--- src/design/minstk_pkg.sv ---
package minstk_pkg;

    localparam int VALUE_W = 32;
    localparam int COUNT_W = 7;
    localparam int CMD_W   = 2;

    localparam logic [CMD_W-1:0] CMD_PUSH = 2'd0;
    localparam logic [CMD_W-1:0] CMD_POP  = 2'd1;

    typedef enum logic [1:0] {
        ST_OK    = 2'd0,
        ST_FULL  = 2'd1,
        ST_EMPTY = 2'd2
    } t_status;

    typedef enum logic [1:0] {
        S_IDLE,
        S_POP_LD,
        S_EMIT
    } t_state;

    // controller to datapath
    typedef struct packed {
        logic    accept;
        t_status status;
        logic    push;
        logic    pop;
        logic    load_out;
    } t_dp_cmd;

    // datapath to controller
    typedef struct packed {
        logic empty;
        logic full;
    } t_dp_stat;

endpackage

--- src/design/minstk_dp.sv ---
module minstk_dp #(
    parameter int DEPTH = 64
) (
    input  logic                                   i_clk,
    input  logic                                   i_rst_n,
    input  logic signed [minstk_pkg::VALUE_W-1:0]  i_value,
    input  minstk_pkg::t_dp_cmd                    i_cmd,
    output minstk_pkg::t_dp_stat                   o_stat,
    output logic signed [minstk_pkg::VALUE_W-1:0]  o_top_value,
    output logic signed [minstk_pkg::VALUE_W-1:0]  o_min_value,
    output logic [minstk_pkg::COUNT_W-1:0]         o_count,
    output logic                                   o_is_empty,
    output logic [1:0]                             o_status
);

    localparam int AW = (DEPTH > 1) ? $clog2(DEPTH) : 1;
    localparam int CW = $clog2(DEPTH + 1);

    // entries below the top live in memory, the top itself in registers
    logic signed [minstk_pkg::VALUE_W-1:0] mem_val [DEPTH];
    logic signed [minstk_pkg::VALUE_W-1:0] mem_min [DEPTH];

    logic signed [minstk_pkg::VALUE_W-1:0] r_rd_val, r_rd_min;
    logic signed [minstk_pkg::VALUE_W-1:0] r_top_val, r_top_min;
    logic [CW-1:0]                         r_count;
    minstk_pkg::t_status                   r_status;

    logic signed [minstk_pkg::VALUE_W-1:0] r_out_top, r_out_min;
    logic [minstk_pkg::COUNT_W-1:0]        r_out_count;
    logic                                  r_out_empty;
    minstk_pkg::t_status                   r_out_status;

    logic [CW-1:0]                         cnt_m1, cnt_m2;
    logic [AW-1:0]                         wr_addr, rd_addr;
    logic signed [minstk_pkg::VALUE_W-1:0] new_min;
    logic                                  empty;

    assign empty   = (r_count == '0);
    assign cnt_m1  = r_count - CW'(1);
    assign cnt_m2  = r_count - CW'(2);
    assign wr_addr = cnt_m1[AW-1:0];
    assign rd_addr = cnt_m2[AW-1:0];

    assign new_min = (empty || (i_value < r_top_min)) ? i_value : r_top_min;

    assign o_stat.empty = empty;
    assign o_stat.full  = (r_count == CW'(DEPTH));

    // old top spills to memory on push; entry below top is always being read
    always_ff @(posedge i_clk) begin
        if (i_cmd.push && !empty) begin
            mem_val[wr_addr] <= r_top_val;
            mem_min[wr_addr] <= r_top_min;
        end
        r_rd_val <= mem_val[rd_addr];
        r_rd_min <= mem_min[rd_addr];
    end

    always_ff @(posedge i_clk) begin
        if (!i_rst_n) begin
            r_count <= '0;
        end else if (i_cmd.push) begin
            r_count <= r_count + CW'(1);
        end else if (i_cmd.pop) begin
            r_count <= cnt_m1;
        end
    end

    always_ff @(posedge i_clk) begin
        if (i_cmd.push) begin
            r_top_val <= i_value;
            r_top_min <= new_min;
        end else if (i_cmd.pop) begin
            r_top_val <= r_rd_val;
            r_top_min <= r_rd_min;
        end
        if (i_cmd.accept) begin
            r_status <= i_cmd.status;
        end
        if (i_cmd.load_out) begin
            r_out_top    <= empty ? '0 : r_top_val;
            r_out_min    <= empty ? '0 : r_top_min;
            r_out_count  <= minstk_pkg::COUNT_W'(r_count);
            r_out_empty  <= empty;
            r_out_status <= r_status;
        end
    end

    assign o_top_value = r_out_top;
    assign o_min_value = r_out_min;
    assign o_count     = r_out_count;
    assign o_is_empty  = r_out_empty;
    assign o_status    = r_out_status;

endmodule

--- src/design/minstk_ctrl.sv ---
module minstk_ctrl (
    input  logic                                i_clk,
    input  logic                                i_rst_n,
    input  logic                                i_in_valid,
    input  logic [minstk_pkg::CMD_W-1:0]        i_cmd,
    output logic                                o_in_stall,
    output logic                                o_out_valid,
    input  logic                                i_out_stall,
    input  minstk_pkg::t_dp_stat                i_stat,
    output minstk_pkg::t_dp_cmd                 o_cmd
);

    minstk_pkg::t_state r_state, n_state;
    logic               r_out_valid, n_out_valid;

    always_ff @(posedge i_clk) begin
        if (!i_rst_n) begin
            r_state     <= minstk_pkg::S_IDLE;
            r_out_valid <= 1'b0;
        end else begin
            r_state     <= n_state;
            r_out_valid <= n_out_valid;
        end
    end

    always_comb begin
        n_state     = r_state;
        o_cmd       = '0;
        o_cmd.status = minstk_pkg::ST_OK;
        n_out_valid = r_out_valid && i_out_stall;
        unique case (r_state)
            minstk_pkg::S_IDLE: begin
                if (i_in_valid) begin
                    o_cmd.accept = 1'b1;
                    n_state      = minstk_pkg::S_EMIT;
                    if (i_cmd == minstk_pkg::CMD_PUSH) begin
                        if (i_stat.full) begin
                            o_cmd.status = minstk_pkg::ST_FULL;
                        end else begin
                            o_cmd.push = 1'b1;
                        end
                    end else if (i_cmd == minstk_pkg::CMD_POP) begin
                        if (i_stat.empty) begin
                            o_cmd.status = minstk_pkg::ST_EMPTY;
                        end else begin
                            n_state = minstk_pkg::S_POP_LD;
                        end
                    end
                end
            end
            minstk_pkg::S_POP_LD: begin
                // memory read of the entry below the top has landed
                o_cmd.pop = 1'b1;
                n_state   = minstk_pkg::S_EMIT;
            end
            minstk_pkg::S_EMIT: begin
                if (!r_out_valid || !i_out_stall) begin
                    o_cmd.load_out = 1'b1;
                    n_out_valid    = 1'b1;
                    n_state        = minstk_pkg::S_IDLE;
                end
            end
            default: begin
                n_state = minstk_pkg::S_IDLE;
            end
        endcase
    end

    assign o_in_stall  = (r_state != minstk_pkg::S_IDLE);
    assign o_out_valid = r_out_valid;

endmodule

--- src/design/stack_with_running_minimum.sv ---
// Bounded LIFO stack of signed 32-bit values that also reports the smallest value held.
// Each input beat is a push, pop or query (cmds 2 and 3 act as queries) and yields exactly one
// result beat with top, minimum, count, empty flag and status; top and minimum read 0
// when empty, refused pushes and pops leave the stack unchanged. Push, query and refused
// operations load the result register in the emit state after the accepting state, once
// the output side is not stalling; a successful pop first passes a pop-load state, since
// the new top comes from the entry memory whose read data is registered. The next beat is
// taken once the result has been loaded, so beats do not overlap. The entry memory holds
// DEPTH values and minima and needs no clearing after reset.
module stack_with_running_minimum #(
    parameter int DEPTH = 64
) (
    input  logic                                  i_clk,
    input  logic                                  i_rst_n,
    input  logic                                  i_in_valid,
    output logic                                  o_in_stall,
    input  logic [minstk_pkg::CMD_W-1:0]          i_cmd,
    input  logic signed [minstk_pkg::VALUE_W-1:0] i_value,
    output logic                                  o_out_valid,
    input  logic                                  i_out_stall,
    output logic signed [minstk_pkg::VALUE_W-1:0] o_top_value,
    output logic signed [minstk_pkg::VALUE_W-1:0] o_min_value,
    output logic [minstk_pkg::COUNT_W-1:0]        o_count,
    output logic                                  o_is_empty,
    output logic [1:0]                            o_status
);

    minstk_pkg::t_dp_cmd  dp_cmd;
    minstk_pkg::t_dp_stat dp_stat;

    minstk_ctrl u_ctrl (
        .i_clk       (i_clk),
        .i_rst_n     (i_rst_n),
        .i_in_valid  (i_in_valid),
        .i_cmd       (i_cmd),
        .o_in_stall  (o_in_stall),
        .o_out_valid (o_out_valid),
        .i_out_stall (i_out_stall),
        .i_stat      (dp_stat),
        .o_cmd       (dp_cmd)
    );

    minstk_dp #(
        .DEPTH (DEPTH)
    ) u_dp (
        .i_clk       (i_clk),
        .i_rst_n     (i_rst_n),
        .i_value     (i_value),
        .i_cmd       (dp_cmd),
        .o_stat      (dp_stat),
        .o_top_value (o_top_value),
        .o_min_value (o_min_value),
        .o_count     (o_count),
        .o_is_empty  (o_is_empty),
        .o_status    (o_status)
    );

endmodule

--- config.mk ---
export PLATFORM = sky130hd
export DESIGN_NAME = stack_with_running_minimum
export DESIGN_NICKNAME = d
export VERILOG_FILES = /design/src/design/minstk_pkg.sv /design/src/design/minstk_dp.sv /design/src/design/minstk_ctrl.sv /design/src/design/stack_with_running_minimum.sv
export SDC_FILE = /design/constraint.sdc
export NUM_CORES = 2
export LEC_CHECK = 0
export BUFFER_PORTS_ARGS = -buffer_cell sky130_fd_sc_hd__buf_2
export CORE_MARGIN = 10
export CORE_UTILIZATION = 40
export DETAILED_ROUTE_END_ITERATION = 8
export GPL_TIMING_DRIVEN = 0
export PLACE_DENSITY = 0.55
export SYNTH_ARGS = -nofsm -noshare
export SYNTH_HDL_FRONTEND = slang
export SYNTH_SLANG_ARGS = --single-unit
export TNS_END_PERCENT = 100
--- constraint.sdc ---
create_clock -name i_clk -period 12.1 [get_ports i_clk]
set_clock_uncertainty 0.05 [all_clocks]
set_input_delay 2.42 -clock i_clk [delete_from_list [all_inputs] [get_ports i_clk]]
set_output_delay 2.42 -clock i_clk [all_outputs]
set_load 0.03 [all_outputs]
* After elaboration in Yosys (flattened, before gate mapping)
Memories as Yosys holds them, arrays and structs flattened. A register that Yosys moved wholly into a read port is not among the register bits. Index checks and enable logic that the tools add are counted.
Operators by class: multiplexer cells 28, equal/unequal tests 7, add/subtract/negate cells 3, reductions and logical operators 15, order comparisons 1
Operator list (number):
- $mux 32 | 5
- $lt 32x32->1 | 1
- $mux 2 | 8
- $mux 7 | 2
- $mux 1 | 10
- $mux 4 | 2
- $add 7x1->7 const B | 1
- $eq 7x7->1 const B | 1
- $logic_not 7->1 | 1
- $sub 7x1->7 const B | 1
- $pmux 2 s3 | 1
- $reduce_and 2->1 | 3
- $sub 6x2->6 const B | 1
- $eq 2x1->1 const B | 2
- $logic_not 2->1 | 2
- $ne 2x2->1 const B | 2
- $reduce_bool 2->1 | 2
- $logic_not 1->1 | 3
- $eq 2x2->1 const B | 1
- $logic_and 1x1->1 | 2
- $logic_or 1x1->1 | 2
- $ne 2x1->1 const B | 1
Storage, ports and cells: memories 2, memory bits (writable) 4096, register bits 150, input bits 38
Memory list:
- u_dp.mem_min | depth 64, width 32, rd ports 1, clocked after Yosys merged registers in 1, wr ports 1, RTL line minstk_dp.sv:21 | logic signed [minstk_pkg::VALUE_W-1:0] mem_min [DEPTH];
- u_dp.mem_val | depth 64, width 32, rd ports 1, clocked after Yosys merged registers in 1, wr ports 1, RTL line minstk_dp.sv:20 | logic signed [minstk_pkg::VALUE_W-1:0] mem_val [DEPTH];

* Longest topological paths before layout
depth in word-level cells 9, gate-level depth with buffers 15, depth with buffers taken out 8

* Modules after synthesis
Synthesis repeated with hierarchy kept, for this count alone.
Second synthesis, totals: cell total of the unflattened synthesis 6920, area total of the unflattened synthesis 164326.4 um^2
By module, submodules not included:
- minstk_dp | instances 1, area each 164142.4 um^2, cells each 6901
- minstk_ctrl | instances 1, area each 183.9 um^2, cells each 19

* Worst setup path before layout
No wires, ideal clock.
path type input to register, start point in i_value[31] in the netlist's numbering, end point reg u_dp.r_top_min[0] in the netlist's numbering, enable pin, arrival 6543 ps, library setup time 501 ps, data required time 11549 ps, stages 6, path slack 5006 ps, cell sequence ha_1 > nand4_1 > nor3_1 > a2bb2oi_1 > and4b_1 > nor4_1
On the way: longest elaborated chain between the ends 4
RTL lines:
- start: declaration | RTL line stack_with_running_minimum.sv:18 | input logic signed [minstk_pkg::VALUE_W-1:0] i_value,
- $lt 32x32->1 | RTL line minstk_dp.sv:44 | assign new_min = (empty || (i_value < r_top_min)) ? i_value : r_top_min;
- $logic_or 1x1->1 | RTL line minstk_dp.sv:44
- $ne 2x2->1 (no line)
- $reduce_and 2->1 (no line)
- end signal: assignment | RTL line minstk_dp.sv:72 | r_top_min <= new_min;
- end signal: assignment | RTL line minstk_dp.sv:75 | r_top_min <= r_rd_min;
- end: declaration | RTL line minstk_dp.sv:24 | logic signed [minstk_pkg::VALUE_W-1:0] r_top_val, r_top_min;
No other way between the ends. A chain may end at the register's enable or synchronous reset.

* Final worst setup path
start point reg u_dp.r_count[1], end point reg u_dp.r_rd_min[0] in the netlist's numbering, read port of u_dp.mem_min
On the way: longest elaborated chain between the ends 1
RTL lines:
- start: declaration | RTL line minstk_dp.sv:25 | logic [CW-1:0] r_count;
- start signal: assignment | RTL line minstk_dp.sv:63 | r_count <= r_count + CW'(1);
- start signal: assignment | RTL line minstk_dp.sv:65 | r_count <= cnt_m1;
- $sub 6x2->6 | RTL line minstk_dp.sv:40 | assign cnt_m2 = r_count - CW'(2);
- end: declaration | RTL line minstk_dp.sv:23 | logic signed [minstk_pkg::VALUE_W-1:0] r_rd_val, r_rd_min;
No other way between the ends.

==> out/summary.json <==
{
  "outcome": {
    "status": "finished, violations left",
    "violations": "capacitance limit"
  },
  "hold_path": {
    "worstHoldStart": "u_dp.r_status[0]$_SDFFCE_PN0P_",
    "min_path_type": "register to register",
    "holdPathEnd": "u_dp.o_status[0]$_DFFE_PP_",
    "min_delay_path_depth": 0
  },
  "global_routing": {
    "grt_util_all_layers": 0.204,
    "grt_max_degree": 35,
    "global_route_wire_length_before_repair_mm": 627,
    "first_global_vias": 78759,
    "antenna_found_initial": 29,
    "global_route.overflow_total": 0
  },
  "sta": {
    "worstMarginPinSlew_ns": 1.49,
    "maxSlewViolCount": 0,
    "fin_ws_ns": 3.40,
    "rsz0062_at_grt": "no",
    "hold_viol": 0,
    "timing.hold.ws_ns": 0.393,
    "fin_crit_sh": 0.719,
    "min_period_ns": 8.70,
    "finalSetupTns_ns": 0,
    "max-slew-margin-rel": 0.00412,
    "clock.fmax_ghz": 0.115,
    "setup_viol_count_final": 0
  },
  "setup_path": {
    "required_ns": 12.85,
    "rr_worst_depth": 15,
    "crit_path_start_kind": "register",
    "worst_setup_path_end_kind": "register",
    "r2r-start": "u_dp.r_count[1]$_SDFFE_PN0P_",
    "r2r_slack_ns": 3.40,
    "critical_path_class": "register to register",
    "worst_r2r_endpoint": "u_dp.r_rd_min[0]$_DFF_P_",
    "critical_path_peak_fanout": 10,
    "max_stage_delay_ns": 0.78,
    "timing.critical_path.mode_cell": "sky130_fd_sc_hd__buf_2",
    "path_cells": "buf_2 > buf_2 > buf_2 > buf_2 > inv_1 > ha_1 > clkbuf_1 > buf_2 > buf_4 > buf_2 > buf_2 > buf_2 > mux4_2 > o22ai_1 > a21oi_1",
    "cp_slowest_cell": "sky130_fd_sc_hd__buf_2",
    "timing.critical_path.arrival_ns": 9.45
  },
  "cts": {
    "cts_tree": "yes",
    "clkSlewWorstSetupHoldPaths_ns": 0.06,
    "clock_insertion_delay_worst_skew_ns": 0.97,
    "cts_inserted_buffers": 429,
    "holdBufCountCts": 0,
    "ctsHtreeMaxLevel": 5,
    "count_of_cells_resized_by_post_cts_repair": 0,
    "post_cts_buffers": 0,
    "clock-root-buffer": "sky130_fd_sc_hd__clkbuf_16",
    "max-clock-path-buffers": 4,
    "clock_sinks": 4310
  },
  "logic_synthesis": {
    "number_of_flops_mapped_to_enable_cells_by_yosys": 4236,
    "synthCells": 6796,
    "synth_seq_cells": 4310,
    "syn-num-nets": 6870,
    "synth_cell_type_count": 51,
    "sequential_element_share_of_the_synthesized_area": 0.787,
    "ys_warn_count": 0,
    "synth_top_flop_cell": "sky130_fd_sc_hd__edfxtp_1",
    "syn-mean-instance-area_um2": 24.1,
    "synth_area_mm2": 0.164,
    "synthArstFlopShare": 0
  },
  "placement": {
    "dp_hpwl_mm": 314,
    "dp_worst_setup_slack_ns": 3.44,
    "io_buffer_count": 113,
    "placer_congestion": 0.797
  },
  "die": {
    "pin_count": 114,
    "initial_core_util": 0.402,
    "rows": 234,
    "core-area_mm2": 0.407,
    "fp.dieH_um": 659,
    "die_x_extent_um": 659,
    "design.die.area_mm2": 0.435
  },
  "power_and_ir_drop": {
    "power_leakage_uw": 0.0591,
    "combinationalPowerShare": 0.049,
    "part_of_the_total_power_dissipated_in_the_clock_network": 0.416,
    "ir_drop_mv": 0.131,
    "p_sw_uw": 6540,
    "intPower_uw": 24300,
    "power.density_mw_per_mm2": 160,
    "seq_power_share": 0.535,
    "power_switching_share": 0.212
  },
  "layout": {
    "drive_above_1_share": 0.326,
    "flow.area_growth_from_synthesis_pct": 17.6,
    "finalNetCount": 7742
  },
  "job": {
    "max_cap_viols": 1
  },
  "routing": {
    "detailroute.via_count": 77648,
    "drc_violations_left": 0,
    "wl_per_cell_um": 33.5,
    "dr.first_iter.drc_count": 10271,
    "route.detailed.vias_per_inst": 5.77,
    "detail_route.first_pass.iterations": 6,
    "wl_mm": 451,
    "antenna_left": 0
  }
}
-- cell type report --
type	count	area, um^2
fillers	32869	214000
inverters	93	349
plain buffers	349	1600
clock buffers	545	11500
repair buffers	441	7990
multi-input cells	2044	33500
clock inverters	246	1900
diodes	11	27.5
flip-flops and latches	4310	129000
well taps	5428	6790
-- metrics by stage --
stage               instance area (um^2)  power, uW   util  instances
floorplan                         164000      17600      -       6796
global placement                  171000      18200  0.420      12337
detailed placement                179000      18300  0.440      12665
CTS                               192000      31100  0.473      13456
global route                      192000      31700  0.473      13458
finish                            192000      30800  0.473      13467
-- critical path, delay by kind of cell, from the launching register on --
kind / cells / cell delay [ns]
AOI/OAI and AO/OA: 2 / 0.65
adders and majority gates: 1 / 0.34
buffers and inverters: 11 / 6.31
DFF: 1 / 0.66
muxes: 1 / 0.47
-- how the worst max path moves through the flow --
stage               depth (start not counted)                         start                              to  slack (ns)
floorplan                                   6                   i_value[31]     u_dp.r_top_min[0]$_DFFE_PP_        5.01
global placement                           10  u_dp.r_count[1]$_SDFFE_PN0P_  u_dp.mem_min[10][22]$_DFFE_PP_       -1.65
detailed placement                         15  u_dp.r_count[1]$_SDFFE_PN0P_       u_dp.r_rd_min[14]$_DFF_P_        3.44
CTS                                        15  u_dp.r_count[1]$_SDFFE_PN0P_       u_dp.r_rd_min[14]$_DFF_P_        3.44
global route                               15  u_dp.r_count[1]$_SDFFE_PN0P_       u_dp.r_rd_min[14]$_DFF_P_        3.50
finish                                     15  u_dp.r_count[1]$_SDFFE_PN0P_        u_dp.r_rd_min[0]$_DFF_P_        3.40
-- cell usage after synthesis, types with 36 or more instances --
cell / count / area (um^2)
sky130_fd_sc_hd__edfxtp_1: 4236 / 127000
sky130_fd_sc_hd__mux4_2: 1216 / 27400
sky130_fd_sc_hd__nand2_1: 191 / 717
sky130_fd_sc_hd__clkbuf_1: 169 / 634
sky130_fd_sc_hd__buf_2: 145 / 726
sky130_fd_sc_hd__o22ai_1: 119 / 744
sky130_fd_sc_hd__mux2_2: 117 / 1320
sky130_fd_sc_hd__nor2_1: 112 / 420
sky130_fd_sc_hd__inv_1: 93 / 349
sky130_fd_sc_hd__dfxtp_1: 74 / 1480
sky130_fd_sc_hd__nor2b_1: 49 / 307
sky130_fd_sc_hd__o221a_1: 41 / 462
sky130_fd_sc_hd__ha_1: 36 / 450
-- layer usage --
| metal | share of wire | vias up | track usage |
|---|---|---|---|
| met5 | 0.00014 | - | 0 |
| met4 | 0.037 | 10 | 0.0676 |
| li1 | - | 30997 | - |
| met1 | 0.41 | 42539 | 0.292 |
| met3 | 0.078 | 662 | 0.0335 |
| met2 | 0.47 | 3440 | 0.322 |
-- layout by cell type (no fill, tap or decap), drive strengths merged, types with 103 or more instances in the layout --
cell	synthesis	layout
o22ai	119	119
mux4	1216	1216
edfxtp	4236	4236
inv	93	103
nand2	191	191
mux2	117	117
clkbuf	169	714
nor2	112	112
clkinv	0	203
buf	180	621
-- power groups by stage --
stage	combinational (uW)	sequential, uW	clock (uW)
after CTS	1540	16500	13000
after global routing	1600	16500	13600
after global placement	1260	16900	0
final	1510	16500	12800
after detailed placement	1540	16800	0
after floorplan	763	16900	0
-- kinds of logic after synthesis --
kind of cell    share of synthesized area
compound gates                     0.0117
xor+xnor                         0.000803
fa+ha+maj                         0.00275
buf+inv                            0.0118
flops                               0.787
mux                                 0.175
simple gates                       0.0108
-- flip-flops by register name (all words and copies together), names as in the netlist, 7 cells and up --
name / cells
u_dp.mem_min: 2048
u_dp.mem_val: 2048
u_dp.o_min_value: 32
u_dp.o_top_value: 32
u_dp.r_rd_min: 32
u_dp.r_rd_val: 32
u_dp.r_top_min: 32
u_dp.r_top_val: 32
u_dp.o_count: 7
u_dp.r_count: 7
No activity file was read; power rests on OpenSTA's default activity.
